File: config.mk
export PLATFORM = sky130hd
export DESIGN_NAME = fbc_cell
export DESIGN_NICKNAME = d
export VERILOG_FILES = /design/src/sv/fbc_pkg.sv /design/src/sv/fbc_cell.sv
export SDC_FILE = /design/constraint.sdc
export NUM_CORES = 2
export LEC_CHECK = 0
export ABC_AREA = 1
export BUFFER_PORTS_ARGS = -buffer_cell sky130_fd_sc_hd__buf_2
export CORE_MARGIN = 1
export CORE_UTILIZATION = 52
export DETAILED_ROUTE_END_ITERATION = 10
export PLACE_DENSITY = 0.7
export SLEW_MARGIN = 20
export SYNTH_ARGS = -nofsm -noshare
export SYNTH_HDL_FRONTEND = slang
export SYNTH_SLANG_ARGS = --single-unit
File: constraint.sdc
create_clock -name clk -period 13.6 [get_ports clk]
set_input_delay 2.72 -clock clk [delete_from_list [all_inputs] [get_ports clk]]
set_output_delay 2.72 -clock clk [all_outputs]
set_load 0.01 [all_outputs]
File: src/sv/fbc_pkg.sv
// ----------------------------------------------------------------------------
// fbc_pkg: shared types and constants for the frustum box cull core
// Plane register layout, fixed-point formats and the per-beat control record
// that travels along the chain of plane cells.
// ----------------------------------------------------------------------------
package fbc_pkg;

    localparam int NORMAL_W    = 16;  // Q2.14 normal component
    localparam int NORMAL_FRAC = 14;
    localparam int DIST_W      = 16;
    localparam int PLANE_W     = 64;  // packed plane register
    localparam int PLANE_REGS  = 6;   // planes that have a register
    localparam int CFG_IDX_W   = 3;
    localparam int AXES        = 3;
    // -(d * 2^14) spans [-(2^29 - 2^14), 2^29]
    localparam int NEG_DIST_W  = DIST_W + NORMAL_FRAC + 1;

    // Field slots inside a plane register
    localparam int SLOT_NX   = 0;
    localparam int SLOT_NY   = 1;
    localparam int SLOT_NZ   = 2;
    localparam int SLOT_DIST = 3;

    typedef struct packed {
        logic valid;
        logic visible;
    } fbc_ctrl_t;

endpackage

File: src/sv/fbc_cell.sv
// ----------------------------------------------------------------------------
// fbc_cell: one clipping plane of the cull chain
// Holds a plane, picks the positive vertex of the passing box, multiplies it
// with the normal (first stage), sums and compares with the negated distance
// (second stage), and clears the visible flag on a reject.
// ----------------------------------------------------------------------------
module fbc_cell #(
    parameter int COORD_WIDTH = 16
) (
    input  logic                                         clk,
    input  logic                                         rst_n,
    input  logic                                         en,
    input  logic                                         plane_we,
    input  logic [fbc_pkg::PLANE_W-1:0]                  plane_data,
    input  fbc_pkg::fbc_ctrl_t                           ctl_in,
    input  logic [fbc_pkg::AXES-1:0][COORD_WIDTH-1:0]    lo_in,
    input  logic [fbc_pkg::AXES-1:0][COORD_WIDTH-1:0]    hi_in,
    output fbc_pkg::fbc_ctrl_t                           ctl_out,
    output logic [fbc_pkg::AXES-1:0][COORD_WIDTH-1:0]    lo_out,
    output logic [fbc_pkg::AXES-1:0][COORD_WIDTH-1:0]    hi_out
);

    localparam int PROD_W = COORD_WIDTH + fbc_pkg::NORMAL_W;
    localparam int SUM_W  = (PROD_W + 2 > fbc_pkg::NEG_DIST_W + 1) ?
                            PROD_W + 2 : fbc_pkg::NEG_DIST_W + 1;

    logic [fbc_pkg::AXES-1:0][fbc_pkg::NORMAL_W-1:0] normal_reg;
    logic signed [fbc_pkg::NEG_DIST_W-1:0]           neg_dist_reg;
    logic signed [fbc_pkg::NEG_DIST_W-1:0]           neg_dist_next;
    logic signed [fbc_pkg::DIST_W-1:0]               plane_dist;

    fbc_pkg::fbc_ctrl_t                              ctl_a_reg;
    logic [fbc_pkg::AXES-1:0][COORD_WIDTH-1:0]       lo_a_reg;
    logic [fbc_pkg::AXES-1:0][COORD_WIDTH-1:0]       hi_a_reg;
    logic signed [PROD_W-1:0]                        prod_reg  [fbc_pkg::AXES];
    logic signed [PROD_W-1:0]                        prod_next [fbc_pkg::AXES];

    fbc_pkg::fbc_ctrl_t                              ctl_reg;
    fbc_pkg::fbc_ctrl_t                              ctl_next;
    logic [fbc_pkg::AXES-1:0][COORD_WIDTH-1:0]       lo_reg;
    logic [fbc_pkg::AXES-1:0][COORD_WIDTH-1:0]       hi_reg;
    logic signed [SUM_W-1:0]                         dot_sum;
    logic                                            reject;

    // Store the negated, rescaled distance so the compare stage stays short
    assign plane_dist = signed'(plane_data[fbc_pkg::SLOT_DIST*16 +: fbc_pkg::DIST_W]);
    assign neg_dist_next = -(fbc_pkg::NEG_DIST_W'(plane_dist) <<< fbc_pkg::NORMAL_FRAC);

    always_ff @(posedge clk or negedge rst_n)
    begin
        if (!rst_n)
        begin
            normal_reg   <= '0;
            neg_dist_reg <= '0;
        end
        else if (plane_we)
        begin
            normal_reg[0] <= plane_data[fbc_pkg::SLOT_NX*16 +: fbc_pkg::NORMAL_W];
            normal_reg[1] <= plane_data[fbc_pkg::SLOT_NY*16 +: fbc_pkg::NORMAL_W];
            normal_reg[2] <= plane_data[fbc_pkg::SLOT_NZ*16 +: fbc_pkg::NORMAL_W];
            neg_dist_reg  <= neg_dist_next;
        end
    end

    // Positive vertex: max corner where the normal is non-negative
    always_comb
    begin
        for (int a = 0; a < fbc_pkg::AXES; a++)
        begin
            if (normal_reg[a][fbc_pkg::NORMAL_W-1])
                prod_next[a] = PROD_W'(signed'(normal_reg[a])) * PROD_W'(signed'(lo_in[a]));
            else
                prod_next[a] = PROD_W'(signed'(normal_reg[a])) * PROD_W'(signed'(hi_in[a]));
        end
    end

    assign dot_sum = SUM_W'(prod_reg[0]) + SUM_W'(prod_reg[1]) + SUM_W'(prod_reg[2]);
    assign reject  = dot_sum < SUM_W'(neg_dist_reg);

    always_comb
    begin
        ctl_next.valid   = ctl_a_reg.valid;
        ctl_next.visible = ctl_a_reg.visible & ~reject;
    end

    always_ff @(posedge clk or negedge rst_n)
    begin
        if (!rst_n)
        begin
            ctl_a_reg <= '0;
            ctl_reg   <= '0;
        end
        else if (en)
        begin
            ctl_a_reg <= ctl_in;
            ctl_reg   <= ctl_next;
        end
    end

    always_ff @(posedge clk)
    begin
        if (en)
        begin
            lo_a_reg <= lo_in;
            hi_a_reg <= hi_in;
            for (int a = 0; a < fbc_pkg::AXES; a++)
                prod_reg[a] <= prod_next[a];
            lo_reg   <= lo_a_reg;
            hi_reg   <= hi_a_reg;
        end
    end

    assign ctl_out = ctl_reg;
    assign lo_out  = lo_reg;
    assign hi_out  = hi_reg;

`ifndef NO_ASSERTIONS
    a_hold_when_stalled: assert property (@(posedge clk) disable iff (!rst_n)
        !en |=> $stable(ctl_reg) && $stable(ctl_a_reg))
        else $error("cell control moved while the chain was held");

    a_reject_sticks: assert property (@(posedge clk) disable iff (!rst_n)
        en && ctl_a_reg.valid && !ctl_a_reg.visible |=> !ctl_reg.visible)
        else $error("a culled beat became visible again");

    a_valid_follows: assert property (@(posedge clk) disable iff (!rst_n)
        en |=> ctl_reg.valid == $past(ctl_a_reg.valid))
        else $error("beat lost or invented between cell stages");
`endif

endmodule

Yosys cells after proc, flatten, opt, wreduce, memory -nomap -nowiden
Memory sizes are Yosys's and may differ from the RTL's.
Cells that the tools add are included.
{"block": "word_totals", "ff_bits": 275, "latchBits": 0, "mem_bits_rw": 96, "romBits": 0, "in_bits": 166, "out_inout_bits": 98, "wordCells": 38, "mem_count": 1}
{"name": "prod_reg", "words": 3, "width": 32, "read_ports": 3, "rd_ports_with_merged_regs": 0, "write_ports": 3, "line": "fbc_cell.sv:35", "rtl": "logic signed [PROD_W-1:0] prod_reg [fbc_pkg::AXES];"}
{"block": "classes", "n_addsub": 3, "n_mul": 6, "div": 0, "n_lt_le_gt_ge": 1, "n_eq_ne": 0, "shift": 0, "mux": 5, "bitwise_logic": 2, "reduce_logical": 0}
{"cell": "16-bit by 16-bit multiplier with 32-bit output", "n": 6}
{"cell": "32-bit 2-to-1 mux", "n": 3}
{"cell": "33-bit by 32-bit adder with 34-bit output", "n": 1}
{"cell": "34-bit by 31-bit < comparator with 1-bit output", "n": 1}
{"cell": "32-bit by 32-bit adder with 33-bit output", "n": 1}
{"cell": "30-bit negation with 31-bit output", "n": 1}
{"cell": "1-bit 2-to-1 mux", "n": 2}
{"cell": "1-bit AND", "n": 1}
{"cell": "1-bit NOT", "n": 1}

Logic depth before layout (Yosys ltp)
{"block": "logic_depth", "word_depth": 5, "ltp_mapped": 28, "depth_no_buf": 28}

Worst setup path after synthesis
No wires, ideal clock.
{"block": "synth_path", "kind": "input to register", "from": "input port hi_in[35] in the netlist's numbering", "to": "memory prod_reg[0][95] in the netlist's numbering (data pin)", "setup_ns": 0.254, "arrival_time_ns": 7.881, "path_slack_ns": 5.465, "cell_stages": 24, "cell_sequence": "clkbuf_1 > clkbuf_1 > nand2_1 > inv_1 > fa_1 > fa_1 > fa_1 > fa_1 > fa_1 > inv_1 > fa_1 > inv_1 > ha_1 > nand2_1 > nor2_1 > inv_1 > nor2_1 > nand4_1 > nand3_1 > nand3_1 > nand2_1 > nand2_1 > nand3_1 > nand2_1"}
{"element": "from (decl)", "line": "fbc_cell.sv:17", "rtl": "input logic [fbc_pkg::AXES-1:0][COORD_WIDTH-1:0] hi_in,"}
{"element": "to (decl)", "line": "fbc_cell.sv:35"}

==> results_dict.tcl <==
set metrics [dict create \
    ant_nets 0 \
    hold_viol_final 0 \
    nFillCells 13710 \
    critPathLaunchType "input pin" \
    rsz0062_at_grt "no" \
    cts_resized 0 \
    antenna_found_initial 1 \
    viasPerCell 5.235 \
    rows 141 \
    fin_crit_sh_pct 61.67 \
    drt_wl_total_um 210200 \
    ys.flop_type "edfxtp_1" \
    outcome "finished clean" \
    clock_latency_ns 0.69 \
    tritoncts "yes" \
    track_usage_pct 28.93 \
    numCtsBuffers 46 \
    avgRoutedWirePerCell_um 18.49 \
    cts_root_buffer "clkbuf_16" \
    end_kind "flip-flop" \
    num_vias 59490 \
    synth_edf_count 288 \
    placed_cell_area_mm2 0.08051 \
    grt_max_degree 78 \
    initial_core_util_pct 52.56 \
    drtPass1Iterations 6 \
    syn_inst 9433 \
    period_needed_ns 8.387 \
    worstPathArrival_ns 8.79 \
    maxCapViolations 0 \
    drc 0 \
    nets 11710 \
    grt_pass1_vias 63200 \
    cp.required_ns 14.00 \
    die_area_mm2 0.1513 \
    slew_viol_final 0 \
    fp.dieW_um 389.0 \
    seq_area_mm2 0.01040 \
    relSlewSlack_pct 31.31 \
    path_max_fanout 17 \
    skew_ns 0.03155 \
    largest_reg_flops 96 \
    io_pins 264 \
    path_clk_slew_ns 0.06 \
    htreeDepth 2 \
    syn-cell-area_mm2 0.07789 \
    fin_area_mm2 0.08209 \
    path_class "in2reg" \
    cts_buffer_depth 3 \
    drive_above_1_share_pct 5.237 \
    hpwl_um 173200 \
    io_buffers 263 \
    core_area_mm2 0.1482 \
    setup_viol 0 \
    tightest_slew_ns 1.030 \
    ys_types 55 \
    area_delta_synth_final_pct 5.394 \
    ys_seq_area_share_pct 13.32 \
    grt.overflow.total 0 \
    grt_pass1_wl_um 343500 \
    async_flop_share_pct 19.33 \
    timing.hold.ws_ns 0.4076 \
    clock-sinks 357 \
    first_iter_violations 4658 \
    yosys_register_bits 357 \
    hold_buffers 0 \
    hold_class "reg2reg" \
    timing.fmax_mhz 119.2 \
    dieHeight_um 389.0 \
    synth_nets 11750 \
    multi_input_area_mm2 0.05580 \
    place_congestion 0.9697 \
    yosysWarnings 0 \
    cts_setup_buffers 0 \
    timing.setup.tns_ns 0 \
    avgSynthCellArea_um2 8.257 \
]
==> per-stage QoR <==
| step | setup slack [ns] | util [%] | cells |
|---|---|---|---|
| 3_5_place_dp | 4.543 | 54.33 | 11280 |
| 5_1_grt | 5.016 | 55.39 | 11360 |
| 3_3_place_gp | 4.672 | 54.33 | 11280 |
| 6_report | 5.213 | 55.39 | 11360 |
| 2_1_floorplan | 5.465 | - | 9433 |
| 4_1_cts | 5.252 | 55.39 | 11360 |
==> placed cells by master (no fill, tap or decap), types with 26 or more instances in the layout <==
master and n:
nand4_1 48, nand3_1 173, o21ai_1 55, xor2_1 54, nor2_1 338, clkbuf_16 49, nor3_1 64, inv_1 2705
ha_1 545, nand2_1 2295, fa_1 1604, buf_4 48, xnor2_1 50, o21bai_1 26, buf_2 260, dfrtp_1 55
edfxtp_1 288, a21oi_1 318, o21ai_0 203
==> layout make-up <==
cell class                 instances  share of cell area [%]
antenna                            1                0.003048
clock inverter                    25                  0.3567
inverter                        2724                   12.46
multi-input combinational       5957                   67.98
tap                             1930                   2.942
timing repair buffer             309                   2.042
clock buffer                      61                   1.561
sequential                       357                   12.66
==> logic make-up after synthesis <==
kind of cell / count (synthesis) / share of synthesized area, %
AOI/OAI and AO/OA: 719 / 5.224
xor gates and xnor gates: 105 / 1.190
adders and majority gates: 2149 / 49.98
buffers and inverters: 3119 / 15.04
DFF: 357 / 13.32
and+or+nand+nor: 2984 / 15.25
==> final timing paths <==
| check | startpoint | end | depth (start not counted) | slack (ns) |
|---|---|---|---|---|
| worst min register to register | lo_a_reg[17]$_DFFE_PP_ | lo_out[17]$_DFFE_PP_ | 0 | 0.41 |
| max in group asynchronous | rst_n | normal_reg[20]$_DFFE_PN0P_ | 2 | 10.27 |
| worst max register to register | normal_reg[31]$_DFFE_PN0P_ | prod_reg[0][60]$_DFFE_PP_ | 17 | 6.47 |
| min in group asynchronous | rst_n | normal_reg[28]$_DFFE_PN0P_ | 1 | 2.14 |
| worst max-delay path | hi_in[17] | prod_reg[0][60]$_DFFE_PP_ | 18 | 5.21 |
| worst min-delay path | lo_a_reg[17]$_DFFE_PP_ | lo_out[17]$_DFFE_PP_ | 0 | 0.41 |
==> critical path: stages <==
cell	delay (ns)
buf_2	0.34
nand2_1	0.16
inv_1	0.18
fa_1	0.56
fa_1	0.94
fa_1	0.55
fa_1	0.52
fa_1	0.51
inv_1	0.06
fa_1	0.48
inv_1	0.04
ha_1	0.35
a21o_1	0.20
o21bai_1	0.18
a21oi_1	0.18
nand3_1	0.14
o21ai_0	0.54
nand2_1	0.11
==> Yosys cell counts (15+ instances only) <==
master / count / share of area [%]
o21ai_1: 55 / 0.35
nor2_1: 338 / 1.6
fa_1: 1604 / 41
a21oi_1: 318 / 2.0
dfrtp_1: 69 / 2.2
nand2_1: 2295 / 11
edfxtp_1: 288 / 11
nand4_1: 48 / 0.39
inv_2: 18 / 0.087
ha_1: 545 / 8.8
xnor2_1: 50 / 0.56
clkbuf_1: 385 / 1.9
xor2_1: 54 / 0.61
nor2_2: 15 / 0.12
o21ai_0: 203 / 1.3
a21o_1: 24 / 0.23
nand3_1: 173 / 1.1
inv_1: 2706 / 13
nor3_1: 64 / 0.41
o21bai_1: 26 / 0.25
==> layer usage <==
metal	up-vias	track usage [%]	part of all wire [%]
li1	27230	-	-
met1	29820	40.71	43
met2	2105	46.14	46
met3	335	4.343	7.5
met4	0	9.263	3.4
met5	-	0	0
Power is not shown: default switching activity piles up to over one toggle a cycle in this logic, so the estimate is an artifact.
